### config.mk
export PLATFORM = sky130hd
export DESIGN_NAME = ir_timing_stream_decoder_top
export DESIGN_NICKNAME = d
export VERILOG_FILES = /design/src/rtl/itsd_pkg.sv /design/src/rtl/itsd_parser.sv /design/src/rtl/itsd_scaler.sv /design/src/rtl/ir_timing_stream_decoder_top.sv
export SDC_FILE = /design/constraint.sdc
export NUM_CORES = 1
export LEC_CHECK = 0
export BUFFER_PORTS_ARGS = -buffer_cell sky130_fd_sc_hd__buf_2
export CAP_MARGIN = 20
export CORE_MARGIN = 2
export CORE_UTILIZATION = 42
export DETAILED_ROUTE_END_ITERATION = 7
export HOLD_SLACK_MARGIN = 0.1
export SLEW_MARGIN = 25
export SYNTH_ARGS = -nofsm -noshare
export SYNTH_HDL_FRONTEND = slang
export SYNTH_SLANG_ARGS = --single-unit
### constraint.sdc
create_clock -name clk -period 6.1 [get_ports clk]
set_input_delay 0.61 -clock clk [delete_from_list [all_inputs] [get_ports clk]]
set_output_delay 0.61 -clock clk [all_outputs]
set_load 0.02 [all_outputs]
### src/rtl/itsd_pkg.sv
`default_nettype none

package itsd_pkg;

  localparam int DURATION_BITS = 24;
  localparam int UNIT_BITS     = 32;
  localparam int RES_BITS      = 10;
  localparam int PROD_BITS     = UNIT_BITS + RES_BITS;

  localparam logic [RES_BITS-1:0] RES_RESET = RES_BITS'(61);

  // bit of the high byte that marks a space
  localparam int SPACE_BIT = 7;

  typedef enum logic [2:0] {
    PH_LOW  = 3'd0,
    PH_HIGH = 3'd1,
    PH_EXT0 = 3'd2,
    PH_EXT1 = 3'd3,
    PH_EXT2 = 3'd4,
    PH_EXT3 = 3'd5
  } phase_t;

  // one parsed timing word, still in time units
  typedef struct packed {
    logic                 is_pulse;
    logic [UNIT_BITS-1:0] units;
  } word_t;

endpackage

`default_nettype wire

### src/rtl/itsd_parser.sv
`default_nettype none

module itsd_parser (
  input  wire logic           clk,
  input  wire logic           rst,
  input  wire logic           byte_valid,
  output logic                byte_stall,
  input  wire logic [7:0]     data_byte,
  input  wire logic           packet_end,
  output logic                word_valid,
  output itsd_pkg::word_t     word,
  input  wire logic           word_take
);

  itsd_pkg::phase_t phase, phase_next;
  logic [7:0]  held_low_byte;
  logic        held_mark_flag;
  logic [23:0] extended_bytes, extended_bytes_next;
  logic        accept;
  logic        low_load, mark_load, emit;
  logic        high_pulse;
  logic [14:0] short_units;
  itsd_pkg::word_t emit_word;

  assign byte_stall  = word_valid && !word_take;
  assign accept      = byte_valid && !byte_stall;
  assign high_pulse  = !data_byte[itsd_pkg::SPACE_BIT];
  assign short_units = {data_byte[6:0], held_low_byte};

  always_comb begin
    phase_next = phase;
    if (accept) begin
      unique case (phase) inside
        itsd_pkg::PH_HIGH: begin
          phase_next = (short_units != '0) ? itsd_pkg::PH_LOW : itsd_pkg::PH_EXT0;
        end
        itsd_pkg::PH_EXT0: phase_next = packet_end ? itsd_pkg::PH_EXT0 : itsd_pkg::PH_EXT1;
        itsd_pkg::PH_EXT1: phase_next = packet_end ? itsd_pkg::PH_EXT0 : itsd_pkg::PH_EXT2;
        itsd_pkg::PH_EXT2: phase_next = packet_end ? itsd_pkg::PH_EXT0 : itsd_pkg::PH_EXT3;
        itsd_pkg::PH_EXT3: phase_next = itsd_pkg::PH_LOW;
        default:           phase_next = packet_end ? itsd_pkg::PH_LOW : itsd_pkg::PH_HIGH;
      endcase
    end
  end

  always_comb begin
    low_load            = 1'b0;
    mark_load           = 1'b0;
    emit                = 1'b0;
    extended_bytes_next = extended_bytes;
    emit_word.is_pulse  = high_pulse;
    emit_word.units     = {17'd0, short_units};
    unique case (phase) inside
      itsd_pkg::PH_HIGH: begin
        if (short_units != '0) begin
          emit = 1'b1;
        end else begin
          mark_load           = 1'b1;
          extended_bytes_next = '0;
        end
      end
      itsd_pkg::PH_EXT0: begin
        extended_bytes_next = packet_end ? 24'd0 : {16'd0, data_byte};
      end
      itsd_pkg::PH_EXT1: begin
        extended_bytes_next = packet_end ? 24'd0 : {8'd0, data_byte, extended_bytes[7:0]};
      end
      itsd_pkg::PH_EXT2: begin
        extended_bytes_next = packet_end ? 24'd0 : {data_byte, extended_bytes[15:0]};
      end
      itsd_pkg::PH_EXT3: begin
        emit                = 1'b1;
        emit_word.is_pulse  = held_mark_flag;
        emit_word.units     = {data_byte, extended_bytes};
        extended_bytes_next = '0;
      end
      default: begin
        low_load = !packet_end;
      end
    endcase
  end

  always_ff @(posedge clk) begin
    if (rst) begin
      phase      <= itsd_pkg::PH_LOW;
      word_valid <= 1'b0;
    end else begin
      phase <= phase_next;
      if (accept && emit) begin
        word_valid <= 1'b1;
      end else if (word_take) begin
        word_valid <= 1'b0;
      end
    end
  end

  always_ff @(posedge clk) begin
    if (accept) begin
      extended_bytes <= extended_bytes_next;
      if (low_load) begin
        held_low_byte <= data_byte;
      end
      if (mark_load) begin
        held_mark_flag <= high_pulse;
      end
      if (emit) begin
        word <= emit_word;
      end
    end
  end

endmodule

`default_nettype wire

### src/rtl/itsd_scaler.sv
`default_nettype none

module itsd_scaler (
  input  wire logic                                 clk,
  input  wire logic                                 rst,
  input  wire logic                                 word_valid,
  input  wire itsd_pkg::word_t                      word,
  output logic                                      word_take,
  input  wire logic [itsd_pkg::RES_BITS-1:0]        resolution,
  output logic                                      result_valid,
  input  wire logic                                 result_stall,
  output logic                                      is_pulse,
  output logic [itsd_pkg::DURATION_BITS-1:0]        duration_us
);

  logic [itsd_pkg::PROD_BITS-1:0]     product;
  logic [itsd_pkg::DURATION_BITS-1:0] clipped;

  assign word_take = word_valid && (!result_valid || !result_stall);
  assign product   = itsd_pkg::PROD_BITS'(word.units) * itsd_pkg::PROD_BITS'(resolution);
  // anything above the duration width saturates
  assign clipped   = (|product[itsd_pkg::PROD_BITS-1:itsd_pkg::DURATION_BITS])
                   ? '1 : product[itsd_pkg::DURATION_BITS-1:0];

  always_ff @(posedge clk) begin
    if (rst) begin
      result_valid <= 1'b0;
    end else if (word_take) begin
      result_valid <= 1'b1;
    end else if (!result_stall) begin
      result_valid <= 1'b0;
    end
  end

  always_ff @(posedge clk) begin
    if (word_take) begin
      is_pulse    <= word.is_pulse;
      duration_us <= clipped;
    end
  end

endmodule

`default_nettype wire

### src/rtl/ir_timing_stream_decoder_top.sv
// mark/space timing stream decoder
// byte channel: byte_valid / byte_stall with data_byte and packet_end, one
//   beat per byte; pairs of bytes form little-endian 16-bit words, a zero
//   duration word pulls in a 32-bit extension from the next four bytes
// result channel: result_valid / result_stall with is_pulse and duration_us,
//   the duration scaled by tick_resolution and saturated at full scale
// config channel: cfg_valid / cfg_ready with tick_resolution; cfg_ready is
//   always high, write only while the block is idle
// throughput: one byte per cycle while byte_stall is low, set by the single parser
//   state register; a result costs two or more bytes
// result path: the edge that takes the byte completing a word loads the parser
//   word register, and the scaler then multiplies that word into the result
//   register, which raises result_valid
// reset: parsing restarts at a low byte, no result pending, resolution 61
// stall: a stalled result holds; one more word waits in the parser, after
//   which byte_stall rises in the same cycle
`default_nettype none

module ir_timing_stream_decoder_top (
  input  wire logic                                 clk,
  input  wire logic                                 rst,
  input  wire logic                                 byte_valid,
  output logic                                      byte_stall,
  input  wire logic [7:0]                           data_byte,
  input  wire logic                                 packet_end,
  output logic                                      result_valid,
  input  wire logic                                 result_stall,
  output logic                                      is_pulse,
  output logic [itsd_pkg::DURATION_BITS-1:0]        duration_us,
  input  wire logic                                 cfg_valid,
  output logic                                      cfg_ready,
  input  wire logic [itsd_pkg::RES_BITS-1:0]        tick_resolution
);

  logic [itsd_pkg::RES_BITS-1:0] resolution;
  logic                          word_valid;
  logic                          word_take;
  itsd_pkg::word_t               word;

  assign cfg_ready = 1'b1;

  always_ff @(posedge clk) begin
    if (rst) begin
      resolution <= itsd_pkg::RES_RESET;
    end else if (cfg_valid && cfg_ready) begin
      resolution <= tick_resolution;
    end
  end

  itsd_parser u_parser (
    .clk        (clk),
    .rst        (rst),
    .byte_valid (byte_valid),
    .byte_stall (byte_stall),
    .data_byte  (data_byte),
    .packet_end (packet_end),
    .word_valid (word_valid),
    .word       (word),
    .word_take  (word_take)
  );

  itsd_scaler u_scaler (
    .clk          (clk),
    .rst          (rst),
    .word_valid   (word_valid),
    .word         (word),
    .word_take    (word_take),
    .resolution   (resolution),
    .result_valid (result_valid),
    .result_stall (result_stall),
    .is_pulse     (is_pulse),
    .duration_us  (duration_us)
  );

endmodule

`default_nettype wire

; Yosys cells after proc, flatten, opt, wreduce, memory -nomap -nowiden
; Cells that the tools add are included.
[totals]
regBits = 106
in_bits = 24
[op_classes]
n_mul = 1
n_eq_ne = 9
n_mux = 21
reduce_logical = 22
[op_table]
columns = op, n
row1 = $pmux W24 S5, 1
row2 = $mux W24, 2
row3 = $mul A32 B10 Y42, 1
row4 = $mux W33, 1
row5 = $reduce_or A18 Y1, 1
row6 = $mux W16, 1
row7 = $pmux W3 S5, 1
row8 = $reduce_bool A15 Y1, 1
row9 = $mux W1, 10
row10 = $mux W8, 1
row11 = $eq A3 B2 Y1 const B, 2
row12 = $eq A3 B3 Y1 const B, 2
row13 = $logic_not A1 Y1, 6
row14 = $mux W3, 2
row15 = $ne A2 B2 Y1 const B, 3
row16 = $reduce_and A2 Y1, 3
row17 = $reduce_and A5 Y1, 1
row18 = $reduce_bool A5 Y1, 1
row19 = $reduce_or A5 Y1, 1
row20 = $logic_and A1 B1 Y1, 4
row21 = $reduce_and A4 Y1, 1
row22 = $eq A3 B1 Y1 const B, 1
row23 = $reduce_and A3 Y1, 1
row24 = $mux W2, 1
row25 = 4 further kinds, 4

; Depth between registers and ports, before layout
[logic_depth]
ltp_word = 9
mapped_depth = 23

; Hierarchy
; A second synthesis with hierarchy kept.
[hier_totals]
cells_unflattened = 1501
area_unflattened_um2 = 14551.5
[by_module_without_submodules]
columns = mod, instances, cells_each, area_each_um2
row1 = itsd_scaler, 1, 1278, 11332.1
row2 = itsd_parser, 1, 189, 2842.7
row3 = ir_timing_stream_decoder_top, 1, 34, 376.6

; Least setup slack after synthesis
; No wires, ideal clock.
[synth_path]
path_kind = register -> register
startpoint = reg resolution[1] (netlist bit)
endpoint = reg u_scaler.duration_us[0] (netlist bit) (data pin)
setup_ns = 0.271
arrival_time_ns = 6.030
t_required_ns = 5.829
setup_slack_ns = -0.202
stages_incl_launch_ff = 22
path_buffers = 2
period_less_slack_ns = 6.302
path_cell_list = dfxtp_1 clkbuf_1 nand2_1 fa_1 inv_1 fa_1 ha_1 fa_1 inv_1 fa_1 inv_1 ha_1 a21o_1 a221o_2 a311o_1 o211ai_2 a211oi_1 a211o_1 or4_4 nor4_4 buf_6 nand3_1
[synth_via]
elab_chain_len = 2
[synth_rtl]
columns = element, line
row1 = start: declaration, ir_timing_stream_decoder_top.sv:35  ; logic [itsd_pkg::RES_BITS-1:0] resolution;
row2 = start signal: assignment, ir_timing_stream_decoder_top.sv:44  ; resolution <= itsd_pkg::RES_RESET;
row3 = start signal: assignment, ir_timing_stream_decoder_top.sv:46  ; resolution <= tick_resolution;
row4 = $mul A32 B10 Y42, itsd_scaler.sv:20  ; assign product = itsd_pkg::PROD_BITS'(word.units) * itsd_pkg::PROD_BITS'(resolution);
row5 = $reduce_or A18 Y1, itsd_scaler.sv:22  ; assign clipped = (|product[itsd_pkg::PROD_BITS-1:itsd_pkg::DURATION_BITS])
row6 = end signal: assignment, itsd_scaler.sv:38  ; duration_us <= clipped;
row7 = end: declaration, itsd_scaler.sv:13  ; output logic [itsd_pkg::DURATION_BITS-1:0] duration_us
; Every way passes these cells.
; A chain may end at the register's enable or synchronous reset.

; Worst setup path in the final report
[layout_path]
startpoint = reg u_parser.word[14] (netlist name)
endpoint = reg u_scaler.duration_us[2] (netlist bit) (data pin)
[layout_via]
elab_chain_len = 2
[layout_rtl]
columns = element, line
row1 = $mul A32 B10 Y42, itsd_scaler.sv:20
row2 = $reduce_or A18 Y1, itsd_scaler.sv:22
; Every way passes these cells.

==> out/results.tsv <==
metric	value	unit
status	finished with violations	
failing checks	setup timing	
total wire length	38700	µm
R2R Path End	u_scaler.duration_us[2]	
Seq/Total Area, Yosys	21.0	%
final period utilization	103	%
Hold Path Depth	0	
CP Data Required Time	6210	ps
CTS tree	done	
root buffer cell	clkbuf_16	
crit start category	flip-flop	
Placer Congestion	0.869	
Max H-tree Level	3	
placed cells	2136	
Crit-path slowest cell	fa_1	
fin crit period	6260	ps
drt drc	0	
synth cell count leaders	240 x nand2_1, 238 x fa_1, 204 x and2_1, 193 x inv_1, 91 x edfxtp_1	
vias in the first global route	11700	
element type at the critical path end	flip-flop	
Netlist cell types	70	
global-route wire length before repair	59600	µm
crit-path cells	buf_4 -> buf_4 -> and2_1 -> fa_1 -> fa_1 -> fa_2 -> fa_1 -> inv_1 -> fa_1 -> inv_1 -> ha_2 -> a21oi_2 -> o21ai_2 -> a311o_2 -> o211ai_4 -> a211oi_2 -> a211o_1 -> or4_4 -> nor4_4 -> buf_6 -> clkbuf_16 -> nand3b_1	
Net Count, Synth	1869	
Starting Density	43.0	%
Clk Latency, worst-skew pair	370	ps
synth warn	0	
most common cell in the netlist	nand2_1	
Final setup viols	24	
top post-synthesis cells by area	fa_1 33%, edfxtp_1 19%, and2_1 8.8%, ha_1 6.7%, nand2_1 6.2%	
Yosys reg bits	106	
mapped cell area	0.0145	mm²
final net count	2091	
CP Class	reg -> reg	
max_cap viols	0	
Synth async-reset ratio	0	%
Hold Vio Cnt, Final	0	
EDFF count, synth	91	
DR vias	11400	
area grow syn2layout	24.9	%
Yosys top cell by area	fa_1	
Pins Over Slew Limit	0	
Total GRT Usage	20.9	%
maximum number of pins on one net before global-route repair	35	
Syn Inst Count	1529	
wire per inst	17.6	µm
router iterations before antenna repair	8	
vias per cell	5.18	
Synth top area share	32.9	%
DP Worst Slack	-437	ps
worst reg2reg path startpoint	u_parser.word[14]	
Worst Path Arrival	6370	ps
clk buf depth	2	
FILL cells	3032	
RSZ-0062 raised after global routing	yes	
clock sink count	106	
Die ar.	0.0360	mm²
I/O Buffers	50	
Hold Crit Endpoint	u_scaler.is_pulse	
total global routing overflow	0	
CTS Hold Bufs	0	
Die Y	190	µm
initial antenna violation count	0	
final setup TNS	-3040	ps
Mean Syn Cell Area	9.47	µm²
Reg clk slew, reported paths	80	ps
reg-to-reg slack, setup	-160	ps
CP Max Fanout	12	
Final Skew	15.1	ps
share of layout cells above drive strength 1	26.1	%
Synth Flop Type	edfxtp_1	
cell mode on critical path	fa_1	
Detailed Place HPWL	29800	µm
Worst Max-Slew Pin Slew	983	ps
non-filler cells in the finished layout	2204	
final worst setup slack	-160	ps
Worst Hold Launch	u_parser.word[32]	
HP Class	reg -> reg	
Fmax	0.160	GHz
initial drt markers	765	
Worst Reg2Reg Path Length in Cells	22	
core area	0.0337	mm²
fin area	0.0181	mm²
total CTS buffers	9	
Ports	52	
Rel. slew slack	34.3	%
# diodes	0	
DP Area	0.0165	mm²
Max stage delay on crit path	540	ps
Die Width	190	µm
site row count	67	
ANT nets after route	0	
==> cell type report <==
class | count | area [µm²] | area share [%]
Clock buffer | 9 | 225 | 1.25
Tap cell | 448 | 561 | 3.10
Inverter | 193 | 724 | 4.01
Multi-Input combinational cell | 1142 | 11000 | 60.7
Timing Repair Buffer | 299 | 2470 | 13.7
Clock inverter | 7 | 63.8 | 0.353
Sequential cell | 106 | 3060 | 16.9
==> worst max path at each step <==
stage                       from                       end  cells past startpoint
2_1_floorplan      resolution[1]   u_scaler.duration_us[0]                     21
3_3_place_gp   u_parser.word[23]  u_scaler.duration_us[16]                     20
3_5_place_dp   u_parser.word[23]  u_scaler.duration_us[16]                     20
4_1_cts        u_parser.word[14]   u_scaler.duration_us[3]                     19
5_1_grt        u_parser.word[14]   u_scaler.duration_us[2]                     23
6_report       u_parser.word[14]   u_scaler.duration_us[2]                     22
==> cell families after synthesis <==
| family | count (synthesis) | synth area share (%) |
|---|---|---|
| simple gates | 613 | 21.5 |
| compound gates | 179 | 8.22 |
| flops | 106 | 21.0 |
| xor+xnor | 28 | 1.69 |
| mux | 5 | 0.346 |
| buf+inv | 281 | 7.55 |
| other cells | 1 | 0.0259 |
| fa+ha+maj | 316 | 39.7 |
==> state kept, by name, indices dropped and copies added, names as in the netlist <==
| name | flops |
|---|---|
| u_parser.extended_bytes | 24 |
| u_scaler.duration_us | 24 |
| u_parser.word | 33 |
| u_parser.phase | 3 |
| u_parser.word_valid | 1 |
| u_scaler.is_pulse | 1 |
| u_parser.held_mark_flag | 1 |
| resolution | 10 |
| u_scaler.result_valid | 1 |
| u_parser.held_low_byte | 8 |
==> per-stage QoR <==
step	hold WS [ps]	util (%)
5_1_grt	431	53.7
3_3_place_gp	414	49.1
2_1_floorplan	400	-
4_1_cts	432	50.4
3_5_place_dp	419	49.1
6_report	434	53.7
==> routing by layer <==
| metal | routed length [µm] | up-vias | GRT usage, % |
|---|---|---|---|
| li1 | - | 5355 | - |
| met4 | 532 | 0 | 4.17 |
| met5 | 0 | - | 0 |
| met3 | 2310 | 41 | 4.37 |
| met1 | 17600 | 5680 | 29.2 |
| met2 | 18300 | 351 | 33.7 |
==> cells in the final DEF, fill, tap and decap left out, types with 8 or more instances in the layout <==
master     count
nand3_1       31
and3_1        19
a21oi_2       14
buf_12        10
ha_4          17
nor2_1        38
nand2_1      227
o21ai_0       18
edfxtp_1      91
buf_4        212
nor4_1         8
clkbuf_16     18
o21a_1        14
buf_2         50
nand4_1       14
buf_6         17
fa_2          10
fa_1         228
xor2_1        12
o211ai_1       8
and2_4        11
ha_1          59
nor3_1        12
a21oi_1       38
nor2b_1        8
xnor2_1       16
and2_1       193
nand2_2       12
inv_1        192
==> critical path: cells and delay by family (launching register included) <==
family,cells,cell delay [ps]
compound gates,6,1250
fa+ha+maj,6,2670
buf+inv,6,740
flops,1,390
simple gates,4,940
==> repair_timing <==
action,CTS,global route
gates cloned,0,9
buffers inserted,8,35
setup endpoints to repair,24,24
pin swaps,3,48
gates resized for setup,33,139
Power is not shown: default switching activity piles up to over one toggle a cycle in this logic, so the estimate is an artifact.
